File: src/design/lzr_pkg.sv
// lzr_pkg: shared types and constants of the LZ/RLE byte encoder.
// No dependencies; every other design file imports it.
package lzr_pkg;

  localparam int unsigned WINDOW_SIZE_DEF = 256;
  localparam int unsigned MAX_MATCH_DEF   = 255;
  localparam int unsigned BUF_AW          = 9;    // history 256 + lookahead 255 fit in 512
  localparam int unsigned BUF_DEPTH       = 1 << BUF_AW;
  localparam int unsigned RUN_CAP         = 127;
  localparam int unsigned BLOCK_MAX       = 128;
  localparam int unsigned THR_BASE        = 2;
  localparam int unsigned THR_GROW        = 3;

  typedef enum logic [1:0] {
    TK_LITERAL = 2'd0,
    TK_RUN     = 2'd1,
    TK_MATCH   = 2'd2,
    TK_DONE    = 2'd3
  } kind_e;

  typedef enum logic {
    CMD_PUSH  = 1'b0,
    CMD_FLUSH = 1'b1
  } cmd_e;

  typedef struct packed {
    logic [0:0] action;
    logic [7:0] data_byte;
  } in_item_t;

  typedef struct packed {
    logic [1:0] token_kind;
    logic [7:0] token_byte;
    logic [7:0] token_length;
    logic [7:0] match_distance_code;
    logic [6:0] literal_position;
  } out_item_t;

  typedef struct packed {
    cmd_e       kind;
    logic [7:0] data_byte;
  } cmd_t;

endpackage

File: src/design/lzr_in_if.sv
// lzr_in_if: valid/ready channel carrying one input item.
// Depends on lzr_pkg.
interface lzr_in_if;
  import lzr_pkg::*;
  logic     valid;
  logic     ready;
  in_item_t data;
  modport source (output valid, output data, input ready);
  modport sink (input valid, input data, output ready);
endinterface

File: src/design/lzr_front.sv
// lzr_front: accepts input items, classifies them as push or flush commands
// and holds them in a two-entry queue. Depends on lzr_pkg and lzr_in_if.
module lzr_front (
  input  logic            clk_i,
  input  logic            rst_ni,
  lzr_in_if.sink          in_i,
  output logic            cmd_valid_o,
  output lzr_pkg::cmd_t   cmd_o,
  input  logic            cmd_ready_i
);
  import lzr_pkg::*;

  cmd_t       entry_q [2];
  logic       wr_ptr_q, rd_ptr_q;
  logic [1:0] cnt_q;
  logic       push, pop;
  cmd_t       cmd_new;

  // classify the incoming item
  always_comb begin
    cmd_new.kind      = (in_i.data.action == 1'b1) ? CMD_FLUSH : CMD_PUSH;
    cmd_new.data_byte = in_i.data.data_byte;
  end

  assign in_i.ready  = (cnt_q != 2'd2);
  assign push        = in_i.valid && in_i.ready;
  assign cmd_valid_o = (cnt_q != 2'd0);
  assign pop         = cmd_valid_o && cmd_ready_i;
  assign cmd_o       = entry_q[rd_ptr_q];

  // store commands
  always_ff @(posedge clk_i) begin
    if (push) begin
      entry_q[wr_ptr_q] <= cmd_new;
    end
  end

  // advance pointers and fill count
  always_ff @(posedge clk_i or negedge rst_ni) begin
    if (!rst_ni) begin
      wr_ptr_q <= 1'b0;
      rd_ptr_q <= 1'b0;
      cnt_q    <= 2'd0;
    end else begin
      if (push) wr_ptr_q <= ~wr_ptr_q;
      if (pop) rd_ptr_q <= ~rd_ptr_q;
      cnt_q <= cnt_q + {1'b0, push} - {1'b0, pop};
    end
  end

endmodule

File: src/flat_wrapper.sv
// flat-port wrapper written by rule: the top's interface ports become plain ports
module lzr_front_flat import lzr_pkg::*;
  (clk_i, rst_ni, cmd_valid_o, cmd_o, cmd_ready_i, in_i_valid, in_i_data, in_i_ready);
  lzr_in_if in_i_i ();
  input  logic clk_i;
  input  logic rst_ni;
  output logic cmd_valid_o;
  output lzr_pkg::cmd_t cmd_o;
  input  logic cmd_ready_i;
  input wire logic [$bits(in_i_i.valid)-1:0] in_i_valid;
  input wire logic [$bits(in_i_i.data)-1:0] in_i_data;
  output wire logic [$bits(in_i_i.ready)-1:0] in_i_ready;
  assign in_i_i.valid = in_i_valid;
  assign in_i_i.data = in_i_data;
  assign in_i_ready = in_i_i.ready;
  lzr_front u_core (.clk_i(clk_i), .rst_ni(rst_ni), .in_i(in_i_i), .cmd_valid_o(cmd_valid_o), .cmd_o(cmd_o), .cmd_ready_i(cmd_ready_i));
endmodule
File: config.mk
export PLATFORM = sky130hd
export DESIGN_NAME = lzr_front_flat
export DESIGN_NICKNAME = d
export VERILOG_FILES = /design/src/design/lzr_pkg.sv /design/src/design/lzr_in_if.sv /design/src/design/lzr_front.sv /design/src/flat_wrapper.sv
export SDC_FILE = /design/constraint.sdc
export NUM_CORES = 1
export LEC_CHECK = 0
export ABC_AREA = 1
export BUFFER_PORTS_ARGS = -buffer_cell sky130_fd_sc_hd__buf_4
export CELL_PAD_IN_SITES_DETAIL_PLACEMENT = 1
export CELL_PAD_IN_SITES_GLOBAL_PLACEMENT = 1
export CORE_MARGIN = 2
export CORE_UTILIZATION = 25
export DETAILED_ROUTE_END_ITERATION = 8
export PLACE_DENSITY = 0.53
export SKIP_CTS_REPAIR_TIMING = 1
export SYNTH_ARGS = -nofsm -noshare
export SYNTH_HDL_FRONTEND = slang
export SYNTH_SLANG_ARGS = --single-unit
File: constraint.sdc
create_clock -name clk_i -period 1.7 [get_ports clk_i]
set_input_delay 0.085 -clock clk_i [delete_from_list [all_inputs] [get_ports clk_i]]
set_output_delay 0.085 -clock clk_i [all_outputs]
set_load 0.03 [all_outputs]
# Word-level counts from Yosys, hierarchy flattened
# Memory sizes are Yosys's and may differ from the RTL's.
# Index checks and enable logic that the tools add are counted.
[totals]
regBits = 4
ramBits = 18
output_inout_bits = 11
elab_cells = 15
memories = 1
[memory_table]
columns = ["memory", "depth", "width", "rd", "rd_ports_with_merged_regs", "write_ports", "line", "source"]
rows = [
  ["u_core.entry_q", 2, 9, 1, 0, 1, "lzr_front.sv:13", "cmd_t entry_q [2];"],
]
[op_classes]
add_sub_neg = 2
eq_ne = 1
mux = 3
n_bitwise = 2
n_reduce_logical = 3
[ops]
columns = ["op", "n"]
rows = [
  ["$mux W1", 3],
  ["$add A2 B1 Y2", 1],
  ["$logic_and A1 B1 Y1", 2],
  ["$ne A2 B2 Y1 const B", 1],
  ["$not A1 Y1", 2],
  ["$reduce_bool A2 Y1", 1],
  ["$sub A2 B1 Y2", 1],
]

# Depth between registers and ports, before layout
# Gate-level depths: netlist of run 1.
[depth]
depth_word = 4
mapped_depth = 10

# Worst setup path before layout of run 1
# OpenSTA, ideal clock, no wires.
[synth_path]
path_kind = "register to register"
from = "reg u_core.cnt_q[1]"
to = "mem u_core.entry_q[1][0] (netlist name) (enable)"
t_arrival_ps = 1077
path_slack_ps = 249
stages_incl_launch_ff = 4
path_buffers = 0
cell_sequence = "dfrtp_1 nand2_2 nand2_2 nor2_1"
[synth_via]
elab_chain_cells = 4
[synth_lines]
columns = ["item", "line", "source"]
rows = [
  ["start: declaration", "lzr_front.sv:15", "logic [1:0] cnt_q;"],
  ["start signal: assignment", "lzr_front.sv:47", "cnt_q <= cnt_q + {1'b0, push} - {1'b0, pop};"],
  ["$ne A2 B2 Y1", "lzr_front.sv:25", "assign in_i.ready = (cnt_q != 2'd2);"],
  ["named net in_i_ready", "flat_wrapper.sv:12", "output wire logic [$bits(in_i_i.ready)-1:0] in_i_ready;"],
  ["$logic_and A1 B1 Y1", "lzr_front.sv:26", "assign push = in_i.valid && in_i.ready;"],
  ["$mux W1", "lzr_front.sv:33", "if (push) begin"],
  ["$mux W1 (not written as such)", "lzr_front.sv:34", "entry_q[wr_ptr_q] <= cmd_new;"],
  ["end: declaration", "lzr_front.sv:13", ""],
]
# The timed path passes the listed nets, and every way through them passes these cells.

# Final worst setup path of run 1
[layout_path]
from = "reg u_core.cnt_q[1]"
to = "reg u_core.cnt_q[1]"
[layout_via]
elab_cells_between_ends = 6
cone_classes = "2 x add/sub; 1 x eq/ne; 3 x reduce/logical"
[layout_rtl]
columns = ["item", "line", "source"]
rows = [
  ["$reduce_bool A2 Y1", "lzr_front.sv:27", "assign cmd_valid_o = (cnt_q != 2'd0);"],
  ["$logic_and A1 B1 Y1", "lzr_front.sv:28", "assign pop = cmd_valid_o && cmd_ready_i;"],
  ["named net u_core.pop", "lzr_front.sv:16", "logic push, pop;"],
  ["$sub A2 B1 Y2", "lzr_front.sv:47", ""],
]
# The timed path passes the listed nets, and every way through them passes these cells.
# A chain may end at the register's enable or synchronous reset.

==> summary.md, run 1 <==
| Metric | Value |
|---|---|
| CTS tree | `done` |
| Yosys top cell area share | `0.6000` |
| Slew @ Worst Pin | `0.3700 ns` |
| Placed instance area | `1142 µm²` |
| Routed vias/inst | `3.933` |
| Prevailing post-synth register cell | `edfxtp_1` |
| Die height | `64.03 µm` |
| Maximum VDD drop | `463.7 µV` |
| Initial antenna violation count | `0` |
| Maxcap violations | `0` |
| GR Layer Usage met3 | `0.01937` |
| Share of cells above drive strength 1 | `0.3220` |
| Post-route setup TNS | `0 ns` |
| Via count | `645` |
| CP Cell Sequence | `inv_2, nand2_4, nand2_2, inv_1, ha_1, inv_1, ha_1, inv_1, nand2_1, nand2_1` |
| Tcrit/Tclk final | `0.8229` |
| PD cells | `1750 nW/µm²` |
| Clock latency on the worst-skew pair | `0.31 ns` |
| Pin count of the biggest net entering global routing | `14` |
| Vias in the first global route | `677` |
| Final GP Congestion | `0.6436` |
| Die width | `64.03 µm` |
| Row Count | `21` |
| DR WL/cell | `11.46 µm` |
| Initial Utilization | `0.2658` |
| Max Freq | `0.7149 GHz` |
| Seq/Total Area, Yosys | `0.7111` |
| Fin cells | `164` |
| Gr usage total | `0.1010` |
| Residual DRC | `0` |
| Unrepaired setup endpoints after global routing | `false` |
| Gate power share | `0.461` |
| Synth top area cells | `edfxtp_1 60%, nand2_1 15%, dfrtp_1 11%, inv_1 2.9%, ha_1 2.8%` |
| Startpoint Class | `flop` |
| Io pins | `24` |
| Layout Utilization | `0.3821` |
| Nets | `134` |
| Clock tree sinks | `22` |
| Arr. time, crit path | `1.62 ns` |
| Switching part of the total | `0.4028` |
| CP Class | `reg -> reg` |
| CTS Root Buffer Type | `clkbuf_4` |
| Number of CTS-inserted buffers | `3` |
| # port buffers | `23` |
| Critical path's most frequent cell | `inv_1` |
| Post-route cell area | `1295 µm²` |
| Antenna diodes | `0` |
| Final Hold Fails | `0` |
| Yosys cell types | `11` |
| WL final | `1.880 mm` |
| Post-Synthesis Cells | `79` |
| Crit end category | `flop` |
| Max Transition Viols Final | `0` |
| Global route hottest layer | `met2` |
| Syn Std Cell Area | `900.9 µm²` |
| Number of synthesized flops with an enable pin | `18` |
| Grt total ovfl | `0` |
| DR pass1 iterations | `2` |
| Critical path depth in cells | `10` |
| CTS max path bufs | `2` |
| Final Skew | `0.007962 ns` |
| CP bufs+invs | `4` |
| Global-route wire length before repair | `3.105 mm` |
| DRT iter0 DRCs | `9` |
| CTS H-Tree Depth | `1` |
| Layout area overhead | `43.75%` |
| Cell leakage power | `0.6051 nW` |
| Hpwl dp | `1.358 mm` |
| Clk slew on worst S/H paths | `0.12 ns` |
| Slowest CP cell | `dfrtp_1` |
| Worst-path fanout max | `3` |
| Psw | `0.9130 mW` |
| Met1 Use GR | `0.1149` |
| Yosys warns | `0` |
| R2R cell count | `10` |
| Synthesized flop and latch total | `22` |
| Avg Inst Size Synth | `11.40 µm²` |
| Met2 usage | `0.1758` |
| Area leader, netlist | `edfxtp_1` |
| Delay of the slowest critical-path stage | `0.43 ns` |
| Inst Count DP | `150` |
| Worst min path class | `in -> reg` |
| Synth top cells by count | `35 x nand2_1, 18 x edfxtp_1, 7 x inv_1, 4 x dfrtp_1, 4 x nand2_2` |
| WHS Path Cells | `4` |
| Top delay family on crit path | `flip-flops` |
| Internal power | `1.354 mW` |
| Slew Limit Headroom | `0.7530` |
| Floorplan core area | `3390 µm²` |
| Clk pwr share | `0.180` |
| Async set-reset flop share out of synthesis | `0.1818` |
| Die area | `4100 µm²` |
| Flop pwr share | `0.360` |
| Antenna viol nets, final | `0` |
| Most frequent cell after synthesis | `nand2_1` |
| WP data required | `1.92 ns` |
| Status | `finished, final reports clean` |
| Mapped Nets | `94` |
| Setup violators final | `0` |
| Min Tclk post-route | `1.399 ns` |
[power groups by stage]
stage | Combinational, mW | Sequential [mW] | Clock [mW]
CTS | 1.05 | 0.819 | 0.419
finish | 1.04 | 0.815 | 0.407
global placement | 1.03 | 0.827 | 0
detailed placement | 1.05 | 0.831 | 0
global route | 1.17 | 0.836 | 0.438
floorplan | 0.691 | 0.803 | 0
[per-stage QoR]
| step | setup slack (ns) | hold slack (ns) | total power [mW] |
|---|---|---|---|
| 6_report | 0.3011 | 0.03025 | 2.267 |
| 5_1_grt | 0.1560 | 0.02981 | 2.441 |
| 4_1_cts | 0.2576 | -0.4631 | 2.291 |
| 3_5_place_dp | 0.3128 | -0.1090 | 1.881 |
| 3_3_place_gp | 0.3429 | -0.1109 | 1.859 |
| 2_1_floorplan | 0.2491 | -0.2106 | 1.494 |
[per-layer routing]
layer  part of all wire  vias to the layer above
met1               0.43                      303
met4             0.0080                        0
met3              0.032                        2
li1                   -                      328
met5                  0                        -
met2               0.53                       12
[worst reg2reg max path: cells and delay by family, from the launching register on]
family / cells / cell delay [ns]
flip-flops: 1 / 0.43
adder cells (fa/ha/maj): 2 / 0.42
buffers and inverters: 4 / 0.23
AND/OR/NAND/NOR: 4 / 0.22
[flip-flops by register name (all words and copies together), names as in the netlist]
signal,cells
u_core.cnt_q,2
u_core.entry_q,18
u_core.wr_ptr_q,1
u_core.rd_ptr_q,1
[cell type report]
| cell class | instances | area (µm²) |
|---|---|---|
| inverter | 10 | 37.54 |
| fill | 369 | 2095 |
| timing repair buffer | 36 | 295.3 |
| clock buffer | 3 | 22.52 |
| tap | 46 | 57.56 |
| sequential | 22 | 640.6 |
| clock inverter | 1 | 30.03 |
| multi-input combinational | 46 | 211.5 |
[kinds of logic (layout without fill, tap and decap cells)]
group | Yosys count | count (layout) | share of synthesized area
adders and majority gates | 2 | 2 | 0.02777
buffers and inverters | 11 | 50 | 0.05417
DFF | 22 | 22 | 0.7111
and+or+nand+nor | 44 | 44 | 0.2069
[cells in the final DEF (no fill, tap or decap), drive strengths merged]
| cell type | Yosys | final |
|---|---|---|
| nand3 | 3 | 3 |
| inv | 10 | 10 |
| dlygate4sd3 | 0 | 10 |
| ha | 2 | 2 |
| nand2 | 40 | 40 |
| edfxtp | 18 | 18 |
| buf | 1 | 26 |
| clkbuf | 0 | 3 |
| nor2 | 1 | 1 |
| dfrtp | 4 | 4 |
| bufinv | 0 | 1 |
[worst paths after layout]
kind / startpoint / slack (ns) / end
max reg2reg: u_core.cnt_q[1] / 0.30 / u_core.cnt_q[1]
max in group asynchronous: rst_ni / 1.49 / u_core.rd_ptr_q
min: in_i_valid / 0.03 / u_core.wr_ptr_q
min in group asynchronous: rst_ni / 0.10 / u_core.cnt_q[0]
max: u_core.cnt_q[1] / 0.30 / u_core.cnt_q[1]
min reg2reg: u_core.wr_ptr_q / 0.49 / u_core.wr_ptr_q
No activity file was read; power rests on OpenSTA's default activity.
==> run 2, diff against run 1 <==
ABC_AREA = 0   (was 1)
PLACE_DENSITY = 0.51   (was 0.53)
clock period = 1.45 ns   (was 1.7 ns; I/O delays follow)
==> summary.md, run 2 <==
| Metric | Value |
|---|---|
| CTS H-Tree Depth | `1 (unchanged)` |
| Final Hold Fails | `0 (unchanged)` |
| Area leader, netlist | `edfxtp_1` |
| CTS Root Buffer Type | `clkbuf_4` |
| Synth top area cells | `edfxtp_1 63%, mux2_1 12%, dfrtp_1 12%, xnor2_1 3.1%, ha_1 2.9%` |
| Die width | `62.43 µm (-2.5%)` |
| WL final | `1.672 mm (-11%)` |
| Prevailing post-synth register cell | `edfxtp_1` |
| Layout Utilization | `0.4399 (+0.05785)` |
| Grt total ovfl | `0 (unchanged)` |
| Complex-gate fraction of the synthesized area | `0 (unchanged)` |
| Syn Std Cell Area | `853.3 µm² (-5.3%)` |
| RR Startpoint | `u_core.cnt_q[0]` |
| Crit. Startpoint | `u_core.cnt_q[0]` |
| Final Power | `2.949 mW (+30%)` |
| Synth top cells by count | `18 x edfxtp_1, 9 x mux2_1, 4 x dfrtp_1, 3 x inv_1, 3 x xnor2_1` |
| Critical path's most frequent cell | `ha_4` |
| Delay of the slowest critical-path stage | `0.41 ns (-0.02 ns)` |
| Largest regs | `u_core.entry_q (18), u_core.cnt_q (2)` |
| Layout area overhead | `70.67%` |
| Pin count of the biggest net entering global routing | `13 (-1)` |
| WP data required | `1.66 ns (-0.26 ns)` |
| CP Class | `reg -> reg` |
| Initial antenna violation count | `0 (unchanged)` |
| Share of cells above drive strength 1 | `0.6082 (+0.2862)` |
| DR WL/cell | `11.69 µm (+2.0%)` |
| Post-synthesis xor/xnor area fraction | `0.04106 (+0.04106)` |
| Yosys top cell area share | `0.6334 (+0.03343)` |
| Commonest non-fill, non-tap cell in the layout | `buf_4` |
| Floorplan core area | `3311 µm² (-2.3%)` |
| Max Freq | `0.6290 GHz (-12%)` |
| Maximum VDD drop | `740.2 µV (+60%)` |
| R2R cell count | `7 (-3)` |
| Largest family of logic cells by synthesized area | `multiplexers` |
| Clk slew on worst S/H paths | `0.13 ns (about the same)` |
| Simple-gate portion of the synthesized area | `0.04106 (-0.1659)` |
| Filler Cells Inserted | `349 (-5.4%)` |
| Clock latency on the worst-skew pair | `0.30 ns (about the same)` |
| Unrepaired setup endpoints after global routing | `true` |
| Post-Synthesis Cells | `47 (-41%)` |
| DRT iter0 DRCs | `6 (-3)` |
| Min Tclk post-route | `1.590 ns (+0.1908 ns)` |
| Yosys cell types | `14 (+3)` |
| CTS max path bufs | `2 (unchanged)` |
| Async set-reset flop share out of synthesis | `0.1818 (unchanged)` |
| DR pass1 iterations | `2 (unchanged)` |
| Max Transition Viols Final | `0 (unchanged)` |
| Post-route cell area | `1456 µm² (+12%)` |
| Inst Count DP | `120 (-20%)` |
| RR Endpoint | `u_core.cnt_q[1]` |
| Antenna diodes | `0 (unchanged)` |
| Status | `finished, violations left` |
| CTS tree | `done` |
| Cell leakage power | `0.6052 nW (about the same)` |
| Reg with most FFs | `u_core.entry_q` |
| Die area | `3897 µm² (-5.0%)` |
| Number of synthesized flops with an enable pin | `18 (unchanged)` |
| Io pins | `24 (unchanged)` |
| Gr usage total | `0.08565 (-0.01533)` |
| Number of CTS-inserted buffers | `3 (unchanged)` |
| Hpwl dp | `1.115 mm (-18%)` |
| Final worst setup slack | `-0.1397 ns (-0.4408 ns)` |
| Most frequent cells in the layout | `23 x buf_4, 18 x edfxtp_1, 13 x buf_6` |
| R2R Setup Slk | `-0.14 ns (-0.44 ns)` |
| Via count | `546 (-15%)` |
| Antenna viol nets, final | `0 (unchanged)` |
| Residual DRC | `0 (unchanged)` |
| Yosys warns | `0 (unchanged)` |
| Critical path depth in cells | `7 (-3)` |
| Mapped Nets | `62 (-34%)` |
| Nets | `113 (-16%)` |
| Maxcap violations | `0 (unchanged)` |
| Max FFs per register | `18 (unchanged)` |
| Initial Utilization | `0.2577 (-0.008033)` |
| Critical Path End | `u_core.cnt_q[1]` |
| CP Cell Sequence | `or2_4, and2_4, ha_4, inv_2, ha_4, xnor2_2, xnor2_1` |
| Crit end category | `flop` |
| Post-route setup TNS | `-0.1397 ns (-0.1397 ns)` |
| Vias in the first global route | `529 (-22%)` |
| Worst-path fanout max | `2 (-1)` |
| Mux cell area share after synthesis | `0.1188 (+0.1188)` |
| Avg Inst Size Synth | `18.16 µm² (+59%)` |
| Global-route wire length before repair | `2.470 mm (-20%)` |
| Row Count | `21 (unchanged)` |
| PD cells | `2025 nW/µm² (+16%)` |
| Slowest CP cell | `dfrtp_1` |
| Worst slack, placed | `-0.1318 ns (-0.4445 ns)` |
| Synthesized flop and latch total | `22 (unchanged)` |
| Worst min path class | `in -> async` |
| Slew @ Worst Pin | `0.1773 ns (-0.1928 ns)` |
| Slew Limit Headroom | `0.8815 (+0.1285)` |
| Failing checks | `setup timing` |
| Setup violators final | `1 (+1)` |
| Most frequent cell after synthesis | `edfxtp_1` |
| WHS | `0.07197 ns (+0.04172 ns)` |
| Tcrit/Tclk final | `1.096 (+0.2735)` |
| Post-Synth Adder-Cell Area | `0.02933 (+0.001548)` |
| Final Skew | `0.01232 ns (+0.004359 ns)` |
| Seq/Total Area, Yosys | `0.7507 (+0.03962)` |
| Routed vias/inst | `3.818 (-2.9%)` |
| Placed instance area | `1159 µm² (+1.4%)` |
| CP bufs+invs | `1 (-3)` |
| Startpoint Class | `flop` |
| # port buffers | `23 (unchanged)` |
| Clock tree sinks | `22 (unchanged)` |
| Final GP Congestion | `0.6019 (-6.5%)` |
| Top delay family on crit path | `adder cells` |
| Arr. time, crit path | `1.80 ns (+0.18 ns)` |
| Fin cells | `143 (-13%)` |
| Die height | `62.43 µm (-2.5%)` |
[run 2: changes by cell type after synthesis, sizes merged, moves of 3 or more]
cell,change
inv,-7
mux2,+9
nand2,-39
nand3,-3
xnor2,+3
[run 2: worst register-to-register path, delay by kind of cell, from the launching register on]
family        cells  cell delay, ns
xor+xnor          2            0.24
flops             1            0.41
simple gates      2            0.40
buf+inv           1            0.04
fa+ha+maj         2            0.41
[run 2: cell families (layout without fill, tap and decap cells)]
kind of cell / Yosys count / count (layout)
mux: 9 / 9
simple gates: 6 / 6
fa+ha+maj: 2 / 2
flops: 22 / 22
buf+inv: 4 / 54
xor+xnor: 4 / 4
[run 2: worst min-delay path by stage]
| stage | to | slack, ns |
|---|---|---|
| finish | u_core.wr_ptr_q | 0.07 |
| global route | u_core.cnt_q[0] | 0.05 |
| detailed placement | u_core.cnt_q[0] | -0.12 |
| global placement | u_core.wr_ptr_q | -0.12 |
| CTS | u_core.wr_ptr_q | -0.48 |
| floorplan | u_core.cnt_q[0] | -0.22 |
[run 2: layer usage]
metal  global-route usage  up-vias  part of all wire  wire, µm
li1                     -      267                 -         -
met1              0.09988      263              0.44       744
met2               0.1371       14              0.50       836
met3              0.02883        2             0.045        76
met4              0.05000        0            0.0078        13
met5                    0        -                 0         0
[run 2: report_power, final]
| group | total (mW) | internal, mW | leakage [nW] | switching [mW] |
|---|---|---|---|---|
| registers | 0.970 | 0.884 | 0.213 | 0.0860 |
| clock network | 0.336 | 0.153 | 0.0210 | 0.183 |
| logic | 1.64 | 0.908 | 0.371 | 0.735 |
[run 2: final cells by class]
class | count | area, µm² | share of cell area
clock buffers | 4 | 36.28 | 0.02491
flip-flops and latches | 22 | 641.9 | 0.4407
repair buffers | 47 | 439.2 | 0.3015
inverters | 3 | 11.26 | 0.007732
multi-input cells | 21 | 270.3 | 0.1856
well taps | 46 | 57.56 | 0.03952
